File: config.mk
export PLATFORM = sky130hd
export DESIGN_NAME = bounded_keyed_list_table_top_flat
export DESIGN_NICKNAME = d
export VERILOG_FILES = /design/src/hdl/bklt_pkg.sv /design/src/hdl/bklt_in_if.sv /design/src/hdl/bklt_out_if.sv /design/src/hdl/bklt_ram.sv /design/src/hdl/bklt_ctrl.sv /design/src/hdl/bounded_keyed_list_table_top.sv /design/src/flat_wrapper.sv
export SDC_FILE = /design/constraint.sdc
export NUM_CORES = 2
export LEC_CHECK = 0
export ABC_CLOCK_PERIOD_IN_PS = 11750
export BUFFER_PORTS_ARGS = -buffer_cell sky130_fd_sc_hd__buf_2
export CAP_MARGIN = 20
export CORE_UTILIZATION = 35
export DETAILED_ROUTE_END_ITERATION = 8
export MAX_ROUTING_LAYER = met4
export SLEW_MARGIN = 20
export SYNTH_ARGS = -nofsm -noshare
export SYNTH_HDL_FRONTEND = slang
export SYNTH_HIERARCHICAL = 1
export SYNTH_SLANG_ARGS = --single-unit
File: constraint.sdc
create_clock -name clk_i -period 11.75 [get_ports clk_i]
set_input_delay 2.35 -clock clk_i [delete_from_list [all_inputs] [get_ports clk_i]]
set_output_delay 2.35 -clock clk_i [all_outputs]
set_load 0.02 [all_outputs]
File: src/hdl/bklt_pkg.sv
// ----------------------------------------------------------------------------
// bklt_pkg
// Shared constants and types of the bounded keyed list table.
// ----------------------------------------------------------------------------
package bklt_pkg;

  localparam int unsigned DEPTH      = 64;
  localparam int unsigned KEY_BITS   = 16;
  localparam int unsigned VALUE_BITS = 32;
  localparam int unsigned ADDR_W     = $clog2(DEPTH);
  localparam int unsigned CNT_W      = $clog2(DEPTH + 1);
  localparam int unsigned CAP_W      = 7;
  localparam int unsigned OP_W       = 3;

  typedef enum logic [OP_W-1:0] {
    OP_INSERT    = 3'd0,
    OP_QUERY     = 3'd1,
    OP_REMOVE    = 3'd2,
    OP_GET_FIRST = 3'd3,
    OP_GET_NEXT  = 3'd4,
    OP_CLEAR     = 3'd5
  } op_e;

  typedef enum logic [2:0] {
    S_IDLE,
    S_SCAN_RD,
    S_SCAN_CMP,
    S_SHIFT_RD,
    S_SHIFT_WR,
    S_FETCH,
    S_DONE
  } state_e;

  typedef struct packed {
    logic [KEY_BITS-1:0]   key;
    logic [VALUE_BITS-1:0] value;
  } entry_t;

  typedef struct packed {
    logic              we;
    logic [ADDR_W-1:0] waddr;
    entry_t            wdata;
    logic [ADDR_W-1:0] raddr;
  } ram_req_t;

endpackage

File: src/hdl/bklt_in_if.sv
// ----------------------------------------------------------------------------
// bklt_in_if
// Request channel: opcode, key and value with valid/ready.
// ----------------------------------------------------------------------------
interface bklt_in_if;
  logic                            valid;
  logic                            ready;
  logic [bklt_pkg::OP_W-1:0]       opcode;
  logic [bklt_pkg::KEY_BITS-1:0]   in_key;
  logic [bklt_pkg::VALUE_BITS-1:0] in_value;

  modport source (output valid, output opcode, output in_key, output in_value,
                  input ready);
  modport sink   (input valid, input opcode, input in_key, input in_value,
                  output ready);
endinterface

File: src/hdl/bklt_out_if.sv
// ----------------------------------------------------------------------------
// bklt_out_if
// Response channel: status, returned entry and entry count with valid/ready.
// ----------------------------------------------------------------------------
interface bklt_out_if;
  logic                            valid;
  logic                            ready;
  logic                            ok;
  logic [bklt_pkg::KEY_BITS-1:0]   out_key;
  logic [bklt_pkg::VALUE_BITS-1:0] out_value;
  logic [bklt_pkg::CNT_W-1:0]      item_count;

  modport source (output valid, output ok, output out_key, output out_value,
                  output item_count, input ready);
  modport sink   (input valid, input ok, input out_key, input out_value,
                  input item_count, output ready);
endinterface

File: src/hdl/bklt_ram.sv
// ----------------------------------------------------------------------------
// bklt_ram
// Simple dual-port RAM, one write and one registered read per cycle.
// ----------------------------------------------------------------------------
module bklt_ram #(
  parameter  int unsigned Depth = 64,
  parameter  int unsigned Width = 48,
  localparam int unsigned AddrW = $clog2(Depth)
) (
  input  logic             clk_i,
  input  logic             we_i,
  input  logic [AddrW-1:0] waddr_i,
  input  logic [Width-1:0] wdata_i,
  input  logic [AddrW-1:0] raddr_i,
  output logic [Width-1:0] rdata_o
);

  logic [Width-1:0] mem [Depth];
  logic [Width-1:0] rdata_q;

  always_ff @(posedge clk_i) begin
    if (we_i) begin
      mem[waddr_i] <= wdata_i;
    end
  end

  always_ff @(posedge clk_i) begin
    rdata_q <= mem[raddr_i];
  end

  assign rdata_o = rdata_q;

endmodule

File: src/hdl/bklt_ctrl.sv
// ----------------------------------------------------------------------------
// bklt_ctrl
// Sequencer: decodes a request, scans and compacts the entry RAM, and holds
// the response in an output register.
// ----------------------------------------------------------------------------
module bklt_ctrl (
  input  logic                         clk_i,
  input  logic                         rst_ni,
  input  logic [bklt_pkg::CAP_W-1:0]   cap_i,
  bklt_in_if.sink                      req,
  bklt_out_if.source                   rsp,
  output bklt_pkg::ram_req_t           ram_o,
  input  bklt_pkg::entry_t             ram_rdata_i
);

  bklt_pkg::state_e state_q, state_d;
  logic [bklt_pkg::OP_W-1:0]       op_q, op_d;
  logic [bklt_pkg::KEY_BITS-1:0]   key_q, key_d;
  logic [bklt_pkg::CNT_W-1:0]      idx_q, idx_d;
  logic [bklt_pkg::CNT_W-1:0]      count_q, count_d;
  logic [bklt_pkg::CNT_W-1:0]      cursor_q, cursor_d;
  logic                            ok_q, ok_d;
  logic [bklt_pkg::KEY_BITS-1:0]   rk_q, rk_d;
  logic [bklt_pkg::VALUE_BITS-1:0] rv_q, rv_d;
  logic                            ovld_q, ovld_d;
  logic                            ook_q, ook_d;
  logic [bklt_pkg::KEY_BITS-1:0]   okey_q, okey_d;
  logic [bklt_pkg::VALUE_BITS-1:0] oval_q, oval_d;
  logic [bklt_pkg::CNT_W-1:0]      ocnt_q, ocnt_d;
  logic [bklt_pkg::CNT_W-1:0]      eff_cap;
  logic [bklt_pkg::CNT_W-1:0]      idx_inc;
  logic [bklt_pkg::CNT_W-1:0]      idx_inc2;
  logic                            accept;

  // capacity saturates at the table depth
  assign eff_cap  = (32'(cap_i) > bklt_pkg::DEPTH) ? bklt_pkg::CNT_W'(bklt_pkg::DEPTH)
                                                   : bklt_pkg::CNT_W'(cap_i);
  assign idx_inc  = idx_q + bklt_pkg::CNT_W'(1);
  assign idx_inc2 = idx_q + bklt_pkg::CNT_W'(2);
  assign accept   = req.valid && req.ready;

  assign req.ready      = (state_q == bklt_pkg::S_IDLE);
  assign rsp.valid      = ovld_q;
  assign rsp.ok         = ook_q;
  assign rsp.out_key    = okey_q;
  assign rsp.out_value  = oval_q;
  assign rsp.item_count = ocnt_q;

  always_comb begin
    state_d  = state_q;
    op_d     = op_q;
    key_d    = key_q;
    idx_d    = idx_q;
    count_d  = count_q;
    cursor_d = cursor_q;
    ok_d     = ok_q;
    rk_d     = rk_q;
    rv_d     = rv_q;
    ovld_d   = ovld_q;
    ook_d    = ook_q;
    okey_d   = okey_q;
    oval_d   = oval_q;
    ocnt_d   = ocnt_q;

    ram_o.we    = 1'b0;
    ram_o.waddr = count_q[bklt_pkg::ADDR_W-1:0];
    ram_o.wdata = ram_rdata_i;
    ram_o.raddr = idx_q[bklt_pkg::ADDR_W-1:0];

    if (ovld_q && rsp.ready) begin
      ovld_d = 1'b0;
    end

    case (state_q)
      bklt_pkg::S_IDLE: begin
        if (accept) begin
          op_d    = req.opcode;
          key_d   = req.in_key;
          ok_d    = 1'b0;
          rk_d    = '0;
          rv_d    = '0;
          state_d = bklt_pkg::S_DONE;
          case (req.opcode)
            bklt_pkg::OP_INSERT: begin
              if (count_q < eff_cap) begin
                ram_o.we          = 1'b1;
                ram_o.waddr       = count_q[bklt_pkg::ADDR_W-1:0];
                ram_o.wdata.key   = req.in_key;
                ram_o.wdata.value = req.in_value;
                count_d           = count_q + bklt_pkg::CNT_W'(1);
                ok_d              = 1'b1;
              end
            end
            bklt_pkg::OP_QUERY, bklt_pkg::OP_REMOVE: begin
              if (count_q != '0) begin
                ram_o.raddr = '0;
                idx_d       = '0;
                state_d     = bklt_pkg::S_SCAN_CMP;
              end
            end
            bklt_pkg::OP_GET_FIRST: begin
              if (count_q != '0) begin
                ram_o.raddr = '0;
                cursor_d    = bklt_pkg::CNT_W'(1);
                state_d     = bklt_pkg::S_FETCH;
              end
            end
            bklt_pkg::OP_GET_NEXT: begin
              if (cursor_q < count_q) begin
                ram_o.raddr = cursor_q[bklt_pkg::ADDR_W-1:0];
                cursor_d    = cursor_q + bklt_pkg::CNT_W'(1);
                state_d     = bklt_pkg::S_FETCH;
              end
            end
            bklt_pkg::OP_CLEAR: begin
              if (count_q != '0) begin
                cursor_d = count_q;
              end
              count_d = '0;
              ok_d    = 1'b1;
            end
            default: begin
            end
          endcase
        end
      end

      bklt_pkg::S_SCAN_RD: begin
        ram_o.raddr = idx_q[bklt_pkg::ADDR_W-1:0];
        state_d     = bklt_pkg::S_SCAN_CMP;
      end

      bklt_pkg::S_SCAN_CMP: begin
        if (ram_rdata_i.key == key_q) begin
          ok_d    = 1'b1;
          rk_d    = ram_rdata_i.key;
          rv_d    = ram_rdata_i.value;
          state_d = bklt_pkg::S_DONE;
          if (op_q == bklt_pkg::OP_REMOVE) begin
            if (idx_inc < count_q) begin
              state_d = bklt_pkg::S_SHIFT_RD;
            end else begin
              count_d = count_q - bklt_pkg::CNT_W'(1);
            end
          end
        end else if (idx_inc < count_q) begin
          idx_d   = idx_inc;
          state_d = bklt_pkg::S_SCAN_RD;
        end else begin
          state_d = bklt_pkg::S_DONE;
        end
      end

      // compaction: entry idx+1 moves down to idx
      bklt_pkg::S_SHIFT_RD: begin
        ram_o.raddr = idx_inc[bklt_pkg::ADDR_W-1:0];
        state_d     = bklt_pkg::S_SHIFT_WR;
      end

      bklt_pkg::S_SHIFT_WR: begin
        ram_o.we    = 1'b1;
        ram_o.waddr = idx_q[bklt_pkg::ADDR_W-1:0];
        ram_o.wdata = ram_rdata_i;
        if (idx_inc2 < count_q) begin
          idx_d   = idx_inc;
          state_d = bklt_pkg::S_SHIFT_RD;
        end else begin
          count_d = count_q - bklt_pkg::CNT_W'(1);
          state_d = bklt_pkg::S_DONE;
        end
      end

      bklt_pkg::S_FETCH: begin
        ok_d    = 1'b1;
        rk_d    = ram_rdata_i.key;
        rv_d    = ram_rdata_i.value;
        state_d = bklt_pkg::S_DONE;
      end

      bklt_pkg::S_DONE: begin
        // load the response beat once the output register is free
        if (!ovld_q || rsp.ready) begin
          ovld_d  = 1'b1;
          ook_d   = ok_q;
          okey_d  = rk_q;
          oval_d  = rv_q;
          ocnt_d  = count_q;
          state_d = bklt_pkg::S_IDLE;
        end
      end

      default: begin
        state_d = bklt_pkg::S_IDLE;
      end
    endcase
  end

  always_ff @(posedge clk_i or negedge rst_ni) begin
    if (!rst_ni) begin
      state_q  <= bklt_pkg::S_IDLE;
      count_q  <= '0;
      cursor_q <= '0;
      ovld_q   <= 1'b0;
    end else begin
      state_q  <= state_d;
      count_q  <= count_d;
      cursor_q <= cursor_d;
      ovld_q   <= ovld_d;
    end
  end

  always_ff @(posedge clk_i) begin
    op_q   <= op_d;
    key_q  <= key_d;
    idx_q  <= idx_d;
    ok_q   <= ok_d;
    rk_q   <= rk_d;
    rv_q   <= rv_d;
    ook_q  <= ook_d;
    okey_q <= okey_d;
    oval_q <= oval_d;
    ocnt_q <= ocnt_d;
  end

endmodule

File: src/hdl/bounded_keyed_list_table_top.sv
// ----------------------------------------------------------------------------
// bounded_keyed_list_table_top
// Bounded key/value table kept packed in insertion order, held in one RAM.
//
//   channel   dir  fields                                   beat
//   req_i     in   opcode, in_key, in_value                 valid & ready
//   rsp_o     out  ok, out_key, out_value, item_count       valid & ready
//   cfg       in   cfg_wdata_i (capacity)                   cfg_we_i
//
// One request at a time. Insert, clear and misses on an empty table go
// straight to the response; get first / get next read one entry first.
// Query and remove scan the RAM entry by entry (read, compare), and remove
// then compacts by moving each later entry down one place (read, write).
// Reset: count, cursor and capacity (DEPTH) clear at once; no RAM clearing.
// A held response stalls the next request only once it is finished.
// ----------------------------------------------------------------------------
module bounded_keyed_list_table_top (
  input  logic                       clk_i,
  input  logic                       rst_ni,
  input  logic                       cfg_we_i,
  input  logic [bklt_pkg::CAP_W-1:0] cfg_wdata_i,
  bklt_in_if.sink                    req_i,
  bklt_out_if.source                 rsp_o
);

  logic [bklt_pkg::CAP_W-1:0] cap_q;
  bklt_pkg::ram_req_t         ram_req;
  bklt_pkg::entry_t           ram_rdata;

  always_ff @(posedge clk_i or negedge rst_ni) begin
    if (!rst_ni) begin
      cap_q <= bklt_pkg::CAP_W'(bklt_pkg::DEPTH);
    end else if (cfg_we_i) begin
      cap_q <= cfg_wdata_i;
    end
  end

  bklt_ctrl u_ctrl (
    .clk_i       (clk_i),
    .rst_ni      (rst_ni),
    .cap_i       (cap_q),
    .req         (req_i),
    .rsp         (rsp_o),
    .ram_o       (ram_req),
    .ram_rdata_i (ram_rdata)
  );

  bklt_ram #(
    .Depth (bklt_pkg::DEPTH),
    .Width ($bits(bklt_pkg::entry_t))
  ) u_ram (
    .clk_i   (clk_i),
    .we_i    (ram_req.we),
    .waddr_i (ram_req.waddr),
    .wdata_i (ram_req.wdata),
    .raddr_i (ram_req.raddr),
    .rdata_o (ram_rdata)
  );

endmodule
File: src/flat_wrapper.sv
// flat-port wrapper written by rule: the top's interface ports become plain ports
module bounded_keyed_list_table_top_flat 
  (clk_i, rst_ni, cfg_we_i, cfg_wdata_i, req_i_valid, req_i_opcode, req_i_in_key, req_i_in_value, req_i_ready, rsp_o_valid, rsp_o_ok, rsp_o_out_key, rsp_o_out_value, rsp_o_item_count, rsp_o_ready);
  bklt_in_if req_i_i ();
  bklt_out_if rsp_o_i ();
  input  logic clk_i;
  input  logic rst_ni;
  input  logic cfg_we_i;
  input  logic [bklt_pkg::CAP_W-1:0] cfg_wdata_i;
  input wire logic [$bits(req_i_i.valid)-1:0] req_i_valid;
  input wire logic [$bits(req_i_i.opcode)-1:0] req_i_opcode;
  input wire logic [$bits(req_i_i.in_key)-1:0] req_i_in_key;
  input wire logic [$bits(req_i_i.in_value)-1:0] req_i_in_value;
  output wire logic [$bits(req_i_i.ready)-1:0] req_i_ready;
  output wire logic [$bits(rsp_o_i.valid)-1:0] rsp_o_valid;
  output wire logic [$bits(rsp_o_i.ok)-1:0] rsp_o_ok;
  output wire logic [$bits(rsp_o_i.out_key)-1:0] rsp_o_out_key;
  output wire logic [$bits(rsp_o_i.out_value)-1:0] rsp_o_out_value;
  output wire logic [$bits(rsp_o_i.item_count)-1:0] rsp_o_item_count;
  input wire logic [$bits(rsp_o_i.ready)-1:0] rsp_o_ready;
  assign req_i_i.valid = req_i_valid;
  assign req_i_i.opcode = req_i_opcode;
  assign req_i_i.in_key = req_i_in_key;
  assign req_i_i.in_value = req_i_in_value;
  assign req_i_ready = req_i_i.ready;
  assign rsp_o_valid = rsp_o_i.valid;
  assign rsp_o_ok = rsp_o_i.ok;
  assign rsp_o_out_key = rsp_o_i.out_key;
  assign rsp_o_out_value = rsp_o_i.out_value;
  assign rsp_o_item_count = rsp_o_i.item_count;
  assign rsp_o_i.ready = rsp_o_ready;
  bounded_keyed_list_table_top u_core (.clk_i(clk_i), .rst_ni(rst_ni), .cfg_we_i(cfg_we_i), .cfg_wdata_i(cfg_wdata_i), .req_i(req_i_i), .rsp_o(rsp_o_i));
endmodule
==> metrics <==
status finished, violations left; failing checks DRC; clk_lat worst skew 0.90 ns; Worst setup SP type input pin; clock power share 24.2%; syn avg cell area 22.4 sq um; Most Frequent Cell on Critical Path a221oi_1; vias 62.1k; core area 356000 sq um; Logic pwr share 38.3%; most frequent cells in the layout 3203 x edfxtp_1, 754 x mux4_2, 335 x clkbuf_16; Worst Path Buf+Inv 3; full die area 359000 sq um; num ports 121; reg2reg setup slack 5.36 ns; H-Tree Depth 5; initial core utilization 35.1%; RR Endpoint u_core/u_ram/rdata_o[9]; Die W 599 um; Post-Syn Area 125000 sq um; Data arrival, critical path 7.52 ns; Avg Vias per Cell 5.70; Site Rows 219; Period Utilization, post-route 58.0%; remaining global-route overflow 0; CTS Root Cell clkbuf_16; Post-synth EDFFs 3203; gr usage total 19.6%; Setup-failing EPs final 0; critical path cell sequence buf_2, nor3b_1, o211ai_1, a21oi_1, o21ai_0, nand2_1, o21ai_4, buf_12, buf_4, mux4_2, a22o_1, a221oi_1, a221oi_1; DRT Pass-1 Iters 7; wire per inst 31.7 um; post-synthesis cell type count 69; crit path max fanout 107; pwr dens 294 nW/um^2; WP depth 13; syn_nets 5668; RD Place Congestion 0.816; Critical Path End Type flop; commonest non-fill, non-tap cell in the layout edfxtp_1; Mapped Cells 5576; end of the critical path u_core/u_ram/rdata_o[9]; DR iter-0 viols 8028; Max IR drop VDD 0.295 mV; Req. time, crit path 12.45 ns; CTS Sinks 3276; Critical path origin req_i_opcode[2]; f_max 0.147 GHz; R2R depth 13; number of synthesized register bits 3276; placed insts 10.3k; Fin. Hold Viols 0; Seq pwr share 37.5%; post-CTS sizing 0; Worst Tran Pin Value 1.17 ns; cts hold-fix bufs 0; hold_ws 0.393 ns; die height 599 um; top cells by area, synth edfxtp_1 77%, mux4_2 14%, dfxtp_1 0.77%, o22ai_1 0.65%, a221oi_1 0.58%; largest net degree at the start of global routing 135; cell taking the most area after synthesis edfxtp_1; asr flop ratio synth 0.763%; hpwl dp 193 mm; Psw 14.7 mW; Slowest-stage cell, CP buf_4; layout overhead on the synthesized area 13.9%; Main synth FF type edfxtp_1; Setup Slack @ Placement 4.01 ns; Max Cap Violations 0; Final Non-Filler Cells 10.9k; final net count 5981; first-pass GRT wire length 482 mm; Max clock buf depth 4; crit-path leading delay family compound AO/OA/AOI/OAI gates; Tot Pwr 41.8 mW; postcts setup bufs 0; DRT Wirelength 346 mm; leak pwr 43.9 nW; Yosys top cell area share 77.0%; number of global-route vias before repair 62.1k; sequential element share of the synthesized area 78.3%; yosys warns 6; min Tclk post-route 6.82 ns; TritonCTS buffer count 322; drt drc 32; CP Class input pin to flop; IO Port Bufs 120; TritonCTS clock tree done; post-route setup slack 4.93 ns; CTS clk-pin slew, worst paths 0.06 ns; switching share of power 35.1%; Pint 27.1 mW; CP max stage delay 0.85 ns; final slew viol count 0; setup TNS 0 ns; Final ANT Viol Nets 0; max_slew headroom 22.0%; layout cell share with drive strength beyond 1 27.4%; clk_skew 0.0594 ns; worst r2r src u_core/u_ctrl/count_q[1]; HP Class flop to flop; initial antenna violation count 11; RSZ-0062 raised after global routing no
-- power by group through the flow --
stage                     combinational [mW]  sequential [mW]  clock (mW)
after global routing                    17.0             15.7        10.7
after CTS                               16.1             15.7        10.3
final                                   16.0             15.7        10.1
after global placement                  15.8             15.9           0
after floorplan                         10.9             15.7           0
after detailed placement                16.0             15.9           0
-- cell usage after synthesis, types with 6 or more instances --
| library cell | n |
|---|---|
| a21oi_1 | 90 |
| inv_1 | 25 |
| xor2_1 | 22 |
| a222oi_1 | 6 |
| nand3b_1 | 7 |
| a311oi_1 | 13 |
| nand3_1 | 16 |
| buf_2 | 97 |
| mux2_2 | 54 |
| nand2_1 | 85 |
| buf_6 | 13 |
| nand2b_1 | 12 |
| nor2b_1 | 27 |
| clkbuf_1 | 126 |
| a22oi_1 | 74 |
| a221oi_1 | 83 |
| buf_1 | 7 |
| ha_1 | 29 |
| edfxtp_1 | 3203 |
| nand4_1 | 10 |
| nor2_1 | 158 |
| o211ai_1 | 6 |
| mux2_4 | 16 |
| and2_1 | 55 |
| o221ai_1 | 29 |
| dfxtp_1 | 48 |
| nor4_1 | 8 |
| buf_4 | 64 |
| o21ai_0 | 36 |
| nor3_1 | 9 |
| a211oi_1 | 34 |
| a22o_1 | 58 |
| mux2i_1 | 70 |
| and3_1 | 10 |
| o22ai_1 | 129 |
| mux4_2 | 754 |
| dfrtp_1 | 24 |
| xnor2_1 | 6 |
-- stage by stage --
stage	instance area (sq um)	util [%]
after floorplan	125000	-
after global placement	132000	37.1
after detailed placement	132000	37.1
after CTS	142000	40.0
after global routing	142000	40.0
final	142000	40.0
-- cells by family (layout without fill, tap and decap cells) --
kind of cell | count (synthesis) | in the layout | share of synthesized area, %
XOR/XNOR | 28 | 28 | 0.196
AND/OR/NAND/NOR | 422 | 422 | 1.64
flip-flops | 3276 | 3276 | 78.3
adder cells (fa/ha/maj) | 29 | 29 | 0.290
other | 0 | 7 | 0
AO/OA/AOI/OAI | 591 | 591 | 3.40
multiplexers | 894 | 894 | 14.8
buffers and inverters | 336 | 903 | 1.39
-- area by class of cell --
cell class / instances / area, sq um
Multi-Input combinational cell: 1964 / 26200
Antenna cell: 7 / 17.5
Clock inverter: 156 / 1320
Sequential cell: 3276 / 97800
Inverter: 25 / 93.8
Timing Repair Buffer: 300 / 2090
Fill cell: 31200 / 213000
Tap cell: 4751 / 5940
Clock buffer: 422 / 8910
-- worst min-delay path by stage --
stage                                       from                         endpoint  slack [ns]  cells past startpoint
final                     u_core/u_ctrl/rv_q[30]  u_core/u_ctrl/rsp.out_value[30]        0.39                      0
after global routing      u_core/u_ctrl/rv_q[30]  u_core/u_ctrl/rsp.out_value[30]        0.40                      0
after CTS                 u_core/u_ctrl/rv_q[30]  u_core/u_ctrl/rsp.out_value[30]        0.40                      0
after detailed placement   u_core/u_ctrl/rk_q[8]     u_core/u_ctrl/rsp.out_key[8]        0.40                      0
after global placement     u_core/u_ctrl/rk_q[7]     u_core/u_ctrl/rsp.out_key[7]        0.40                      0
after floorplan               u_core/u_ctrl/ok_q             u_core/u_ctrl/rsp.ok        0.40                      0
-- metal layers --
metal / share of wire [%] / vias up / global-route usage (%) / wire, um
li1: - / 24400 / - / -
met1: 41 / 34000 / 27.0 / 141000
met2: 46 / 3181 / 29.7 / 160000
met3: 9.6 / 552 / 3.76 / 33200
met4: 3.2 / 0 / 5.62 / 11200
met5: 0 / - / - / 0
-- sequential cells by signal, indices dropped and copies added (netlist names) --
signal / cells
u_core/cap_q: 7
u_core/u_ctrl/count_q: 7
u_core/u_ctrl/cursor_q: 7
u_core/u_ctrl/idx_q: 7
u_core/u_ctrl/key_q: 16
u_core/u_ctrl/ok_q: 1
u_core/u_ctrl/op_q: 3
u_core/u_ctrl/rk_q: 16
u_core/u_ctrl/rsp.item_count: 7
u_core/u_ctrl/rsp.ok: 1
u_core/u_ctrl/rsp.out_key: 16
u_core/u_ctrl/rsp.out_value: 32
u_core/u_ctrl/rsp.valid: 1
u_core/u_ctrl/rv_q: 32
u_core/u_ctrl/state_q: 3
u_core/u_ram/mem: 3072
u_core/u_ram/rdata_o: 48
No activity file was read; power rests on OpenSTA's default activity.
